$ cat config.mk
export PLATFORM = sky130hd
export DESIGN_NAME = kisa_cell
export DESIGN_NICKNAME = d
export VERILOG_FILES = /design/src/sv/keyed_instance_slot_allocator_unit_assert.svh /design/src/sv/kisa_pkg.sv /design/src/sv/kisa_cell.sv
export SDC_FILE = /design/constraint.sdc
export NUM_CORES = 1
export LEC_CHECK = 0
export BUFFER_PORTS_ARGS = -buffer_cell sky130_fd_sc_hd__buf_2
export CORE_ASPECT_RATIO = 1.1
export CORE_MARGIN = 5
export CORE_UTILIZATION = 53
export CTS_BUF_LIST = sky130_fd_sc_hd__clkbuf_4 sky130_fd_sc_hd__clkbuf_8 sky130_fd_sc_hd__clkbuf_16
export DETAILED_ROUTE_END_ITERATION = 16
export GPL_TIMING_DRIVEN = 0
export PLACE_DENSITY_LB_ADDON = 0.05
export SLEW_MARGIN = 30
export SYNTH_ARGS = -nofsm -noshare
export SYNTH_HDL_FRONTEND = slang
export SYNTH_SLANG_ARGS = --single-unit
$ cat constraint.sdc
create_clock -name clk -period 2.2 [get_ports clk]
set_input_delay 0.11 -clock clk [delete_from_list [all_inputs] [get_ports clk]]
set_output_delay 0.11 -clock clk [all_outputs]
set_load 0.02 [all_outputs]
$ cat src/sv/keyed_instance_slot_allocator_unit_assert.svh
// assertion macros for the keyed instance slot allocator
// expects clk and rst_n in the scope of the module that uses them
`ifndef KEYED_INSTANCE_SLOT_ALLOCATOR_UNIT_ASSERT_SVH
`define KEYED_INSTANCE_SLOT_ALLOCATOR_UNIT_ASSERT_SVH

// condition holds at every clock edge out of reset
`define KISA_ASSERT_ALWAYS(label, cond, msg) \
    label: assert property (@(posedge clk) disable iff (!rst_n) (cond)) else $error(msg);

// consequent holds in the same cycle as the antecedent
`define KISA_ASSERT_IMPLY(label, ante, cons, msg) \
    label: assert property (@(posedge clk) disable iff (!rst_n) (ante) |-> (cons)) \
        else $error(msg);

// consequent holds in the cycle after the antecedent
`define KISA_ASSERT_NEXT(label, ante, cons, msg) \
    label: assert property (@(posedge clk) disable iff (!rst_n) (ante) |=> (cons)) \
        else $error(msg);

`endif

$ cat src/sv/kisa_pkg.sv
// shared types and constants for the keyed instance slot allocator
// no dependencies
package kisa_pkg;

    localparam int ID_W     = 16;
    localparam int KEY_W    = 17;
    localparam int RANK_W   = 15;
    localparam int HANDLE_W = 32;

    typedef enum logic
    {
        OP_ADD    = 1'b0,
        OP_REMOVE = 1'b1
    } op_t;

    typedef enum logic [1:0]
    {
        ST_OK        = 2'd0,
        ST_FULL      = 2'd1,
        ST_NOT_FOUND = 2'd2
    } status_t;

    // request travelling down the row of cells
    typedef struct packed
    {
        logic              valid;
        op_t               op;
        logic              done;
        status_t           status;
        logic [KEY_W-1:0]  key;
        logic [RANK_W-1:0] rank;
        logic [RANK_W-1:0] count;
    } token_t;

endpackage

$ cat src/sv/kisa_cell.sv
// one table entry of the allocator plus the request stage that passes it
// depends on kisa_pkg
module kisa_cell
    import kisa_pkg::*;
#(
    parameter int INDEX  = 0,
    parameter int FILL_W = 9
)
(
    input  logic              clk,
    input  logic              rst_n,
    input  logic              advance,
    input  logic [FILL_W-1:0] filled,
    input  token_t            tok_in,
    output token_t            tok_out,
    output logic              append
);

    logic [KEY_W-1:0]  key_reg,  key_next;
    logic              used_reg, used_next;
    logic [RANK_W-1:0] rank_reg, rank_next;
    token_t            tok_reg,  tok_next;
    logic              present;

    // entry exists once the fill count has passed this slot
    assign present = (FILL_W'(INDEX) < filled);

    // entry lookup and update for the passing request
    always_comb
    begin
        tok_next  = tok_in;
        key_next  = key_reg;
        used_next = used_reg;
        rank_next = rank_reg;
        append    = 1'b0;
        if (tok_in.valid && !tok_in.done)
        begin
            if (!present)
            begin
                // end of the filled part: append or give up
                tok_next.done = 1'b1;
                if (tok_in.op == OP_ADD)
                begin
                    append          = 1'b1;
                    key_next        = tok_in.key;
                    used_next       = 1'b1;
                    rank_next       = tok_in.count + RANK_W'(1);
                    tok_next.rank   = tok_in.count + RANK_W'(1);
                    tok_next.status = ST_OK;
                end
                else
                begin
                    tok_next.status = ST_NOT_FOUND;
                end
            end
            else if (key_reg == tok_in.key)
            begin
                if (tok_in.op == OP_ADD)
                begin
                    tok_next.count = tok_in.count + RANK_W'(1);
                    if (!used_reg)
                    begin
                        used_next       = 1'b1;
                        tok_next.rank   = rank_reg;
                        tok_next.done   = 1'b1;
                        tok_next.status = ST_OK;
                    end
                end
                else if (rank_reg == tok_in.rank)
                begin
                    used_next       = 1'b0;
                    tok_next.done   = 1'b1;
                    tok_next.status = ST_OK;
                end
            end
        end
    end

    // request stage
    always_ff @(posedge clk or negedge rst_n)
    begin
        if (!rst_n)
        begin
            tok_reg <= '0;
        end
        else if (advance)
        begin
            tok_reg <= tok_next;
        end
    end

    // entry contents
    always_ff @(posedge clk)
    begin
        if (advance)
        begin
            key_reg  <= key_next;
            used_reg <= used_next;
            rank_reg <= rank_next;
        end
    end

    assign tok_out = tok_reg;

endmodule

Word level (Yosys, flattened, before mapping)

Index checks and enable logic that the tools add are counted.

Bits of input ports: 64
Memories kept: 0
Register bits after elaboration: 85
Logic and storage cells: 45
Bits in read-only memories: 0
Output and inout port bits: 53
Memory bits (writable): 0
Latch bits: 0

Muxes and demuxes: 22
Multipliers: 0
$lt $le $gt $ge: 1
Equality and inequality tests: 5
Reduce and logical (&&, ||, !) cells: 4
$add $sub $neg: 1
Div/mod/pow operators: 0
Bitwise operators: 2
Shifts and indexed selects: 0

Operators by type and width:

| cell                  | count |
|---|---|
| $mux 30               | 3 |
| $mux 15               | 4 |
| $mux 3                | 6 |
| $eq 17x17->1          | 1 |
| $add 15x1->15 const B | 1 |
| $eq 15x15->1          | 1 |
| $lt 1x9->1 const A    | 1 |
| $mux 1                | 8 |
| $reduce_and 5->1      | 1 |
| $ne 2x1->1 const B    | 2 |
| $reduce_and 4->1      | 1 |
| $ne 3x2->1 const B    | 1 |
| $mux 2                | 1 |
| $not 1->1             | 2 |
| $logic_and 1x1->1     | 1 |
| $logic_not 1->1       | 1 |

Depth between registers and ports, before layout

Depth in word-level cells: 6
Depth in mapped cells: 8
Mapped depth without buffers: 7

Worst setup path after synthesis

OpenSTA, ideal clock, no wires.

Kind: input to register
Start: input filled[5]
End: register key_reg[0], enable pin
Required time: 1.779 ns
Stages: 5
Slack: -0.412 ns
Path buffers: 1
Data arrival time: 2.191 ns
Setup time: 0.421 ns
Cell sequence: nor4_2 and3_1 buf_6 nand3_1 nor2_1

Cells in the longest elaborated chain, start to end: 3

RTL lines:

| element                           | line            | source |
|---|---|---|
| from (decl)                       | kisa_cell.sv:13 | `input logic [FILL_W-1:0] filled,` |
| $lt 1x9->1                        | kisa_cell.sv:26 | `assign present = (FILL_W'(INDEX) < filled);` |
| $not 1->1 (no source line)        | --              |  |
| $reduce_and 4->1 (no source line) | --              |  |
| to (signal assigned)              | kisa_cell.sv:97 | `key_reg <= key_next;` |
| to (decl)                         | kisa_cell.sv:19 | `logic [KEY_W-1:0] key_reg, key_next;` |

Every way passes these cells.
A chain may end at the register's enable or synchronous reset.

Worst setup path in the final report

Start: input tok_in[35] in the netlist's numbering
End: register tok_reg, in the netlist tok_out[26]

Cells in the longest elaborated chain, start to end: 4

RTL lines:

| element              | line            | source |
|---|---|---|
| from (decl)          | kisa_cell.sv:14 | `input token_t tok_in,` |
| $eq 17x17->1         | kisa_cell.sv:56 | `else if (key_reg == tok_in.key)` |
| $mux 30              | kisa_cell.sv:56 |  |
| $mux 15              | kisa_cell.sv:38 | `if (!present)` |
| $mux 30              | kisa_cell.sv:36 | `if (tok_in.valid && !tok_in.done)` |
| to (signal assigned) | kisa_cell.sv:88 | `tok_reg <= tok_next;` |
| to (decl)            | kisa_cell.sv:22 | `token_t tok_reg, tok_next;` |

Every way passes these cells.

==> metrics.md <==
| Metric | Value |
|---|---|
| Critical path, cell by cell | dlygate4sd3_1 -> buf_2 -> xnor2_1 -> nand4_1 -> nor4_4 -> buf_4 -> buf_2 -> nand4_1 -> o21ai_2 -> o22ai_1 |
| # diodes | 0 |
| Kind of critical path | in2reg |
| Final-stage net count | about 600 |
| Vias in the first global route | about 3600 |
| CTS Buf Count | 9 |
| ANT nets after route | 0 |
| Period utilisation layout | a little over nine tenths |
| Post-synthesis area per instance | 11.34 um^2 |
| Post-synth top flop | dfrtp_1 |
| PortBufs | ~120 |
| Yosys reg bits | 85 |
| Post-Synthesis Cell Area | about 0.0043 mm^2 |
| Gr usage total | about 23% |
| Worst flop-to-flop path endpoint | tok_out[26] |
| Crit-path slowest cell | dlygate4sd3_1 |
| Crit path max fanout | 10 |
| Die area | between 0.009 and 0.01 mm^2 |
| Unique masters post-synth | between 50 and 60 |
| Placer congestion estimate | approximately 0.9 |
| Syn_nets | 441 |
| Final wirelength | 10.99 mm |
| Antenna violations before repair | 0 |
| Initial Util | 54.18% |
| Reg-to-reg slack, setup | 0.11 ns |
| Io pins | ~120 |
| Power Density | 639.4 mW/mm^2 |
| Worst r2r src | key_reg[5] |
| Clock latency on the worst-skew pair | ~0.36 ns |
| Via Count | 3463 |
| Global route overflow | 0 |
| R2R cell count | 8 |
| H-Tree Depth | 3 |
| Max Cap Violations | 0 |
| Crit path time final | between 2 and 2.5 ns |
| Yosys top cell area share | 30.52% |
| Die width | about 96 um |
| Critical Path End Type | flip-flop |
| Fmax | 467.9 MHz |
| DR WL/cell | around 17 um |
| Synth async-reset ratio | around three fifths |
| Worst EP required | approximately 2.4 ns |
| Leakage Power | 2.188 nW |
| Die span in y | ~100 um |
| Clock slew at reported path FFs | 0.10 ns |
| Post-synth EDFFs | 33 |
| CP Launch Type | input port |
| Clk buf depth | 2 |
| Synth area leaders | dfrtp_1 31%, edfxtp_1 23%, xnor2_1 7.8%, mux2_2 5.0%, xor2_1 3.7% |
| Largest net degree at the start of global routing | 53 |
| Initial DRC count | ~140 |
| Fin area | approximately 0.0054 mm^2 |
| Clock sink count | 85 |
| Beginning of the worst hold path | tok_in[51] |
| Final setup viols | 0 |
| Core area | approximately 0.0079 mm^2 |
| RSZ-0062 raised after global routing | false |
| Number of flip-flops in the largest register | 52 |
| # DRC | 0 |
| CP max stage delay | about 0.54 ns |
| Placed cell count | 600 |
| VDD IR max | 0.0006462 V |
| Placed cell areas | approximately 0.0050 mm^2 |
| Share of cells above drive strength 1 | a little under a third |
| Post-synth top area cell | dfrtp_1 |
| Row count | 34 |
| CTS Root Cell | clkbuf_8 |
| Final non-filler cell total | approximately 640 |
| Fin. Hold Viols | 0 |
| Endpoint, Worst Hold | tok_out[51] |
| Max Transition Viols Final | 0 |
| Layout area overhead | 26.41% |
| Synth warn | 0 |
| Cells after synthesis | about 380 |
| Hold Path Stages | 3 |
| Arrival time at the worst endpoint | 2.35 ns |
| Max Clock Skew | between 0.015 and 0.02 ns |
| Worst-margin pin slew | 0.6769 ns |
| HP Class | in2reg |
| Relative slew slack | between 50 and 60% |
| DRT Pass-1 Iters | 4 |
| Vias per inst | ~5.5 |
| Seq/Total Area, Yosys | a little over half |
| HPWL after DPL | 8.224 mm |
| First-pass GRT wire length | ~18 mm |
| TritonCTS clock tree | yes |
| Outcome | completed |
==> placed cells by master, fill, tap and decap left out, types with 4 or more instances in the layout <==
master,synthesis,layout
a21oi_1,19,19
a221oi_1,4,4
a31oi_1,5,5
and3_1,5,5
buf_2,2,116
clkbuf_1,12,11
clkbuf_8,0,9
dfrtp_1,52,52
dlygate4sd3_1,0,18
edfxtp_1,33,33
inv_1,9,9
mux2_2,19,19
mux2i_1,5,5
nand2_1,11,11
nand3_1,9,9
nand4_1,18,18
nor2_1,36,34
o2111ai_1,4,4
o211ai_1,5,5
o21ai_0,19,19
o22ai_1,8,8
or3_1,4,4
xnor2_1,38,38
xor2_1,18,18
==> how the worst max path moves through the flow <==
stage               start           to  cells past startpoint
5_1_grt        tok_in[41]  tok_out[20]                     10
2_1_floorplan   filled[5]   key_reg[0]                      5
4_1_cts        tok_in[38]  tok_out[26]                      9
3_5_place_dp   key_reg[7]   tok_out[5]                      7
3_3_place_gp      advance   key_reg[7]                      5
6_report       tok_in[35]  tok_out[26]                     10
==> stage by stage <==
| step | worst slack [ns] | utilization [%] | hold slack [ns] | power, mW | TNS, ns |
|---|---|---|---|---|---|
| finish | 0.06288 | 68.49 | 0.01725 | 3.447 | 0 |
| global route | 0.008381 | 68.49 | 0.007473 | 3.604 | 0 |
| CTS | 0.01009 | 68.33 | 0.002225 | 3.474 | 0 |
| detailed placement | -0.1223 | 63.69 | 0.1991 | 2.427 | -0.7195 |
| global placement | -0.5086 | 63.24 | 0.3287 | 2.410 | -16.33 |
| floorplan | 0.1082 | - | -0.1856 | 2.155 | 0 |
==> report_power, final <==
| part | internal (mW) | total (mW) | switching, mW | leakage [nW] |
|---|---|---|---|---|
| Sequential | 1.74 | 1.79 | 0.0500 | 0.893 |
| Combinational | 0.250 | 0.625 | 0.375 | 1.21 |
| Clock | 0.427 | 1.03 | 0.606 | 0.0898 |
| Total | 2.42 | 3.45 | 1.03 | 2.19 |
==> worst max-delay path: cells and delay by family <==
kind	cells	cell delay, ns
buffers and inverters	4	1.12
and+or+nand+nor	3	0.57
AOI/OAI and AO/OA	2	0.37
xor gates and xnor gates	1	0.17
==> final cells by class <==
cell class                      instances  area [um^2]
Clock buffer                            9        123.9
Clock inverter                          7        57.56
Buffer                                 17        78.83
Fill cell                             607         2480
Multi-Input combinational cell        264         1872
Timing Repair Buffer                  135        793.3
Inverter                               10        37.54
Tap cell                              108        135.1
Sequential cell                        85         2292
==> cell usage after synthesis, types with 2 or more instances <==
library cell,instances
or3_1,4
and3_1,5
inv_1,9
xor2_1,18
nand4_1,18
nor3_1,3
a21o_1,3
o2111ai_1,4
nor2_1,36
a221oi_1,4
clkbuf_1,12
nand3_1,9
nand2b_1,2
a31oi_1,5
nand4bb_1,3
nand4b_1,3
nand2_1,11
o221ai_1,2
o21ai_0,19
a211oi_1,2
mux2_2,19
o22ai_1,8
buf_2,2
mux2i_1,5
o211ai_1,5
a21boi_1,2
edfxtp_1,33
a21oi_1,19
xnor2_1,38
dfrtp_1,52
==> logic make-up after synthesis <==
kind of cell	after synthesis	share of synthesized area [%]
compound gates	79	11.88
xor+xnor	56	11.50
fa+ha+maj	1	0.2934
buf+inv	27	2.699
flops	85	53.76
mux	24	6.191
simple gates	104	13.67
==> routing by layer <==
layer	vias up	global-route usage [%]	wire, um
met5	-	0	0
met4	0	9.350	237
met3	18	5.137	724
met2	126	37.31	5531
met1	1638	28.62	4494
li1	1681	-	-
==> repair_timing <==
action / 4_1_cts / 5_1_grt
pin swaps: 0 / 1
endpoints found under the hold margin: 69 / 0
buffers inserted: 0 / 1
hold buffers: 18 / 0
endpoints found under the setup margin: 17 / 17
resized for setup: 2 / 1
No activity file was read; power rests on OpenSTA's default activity.
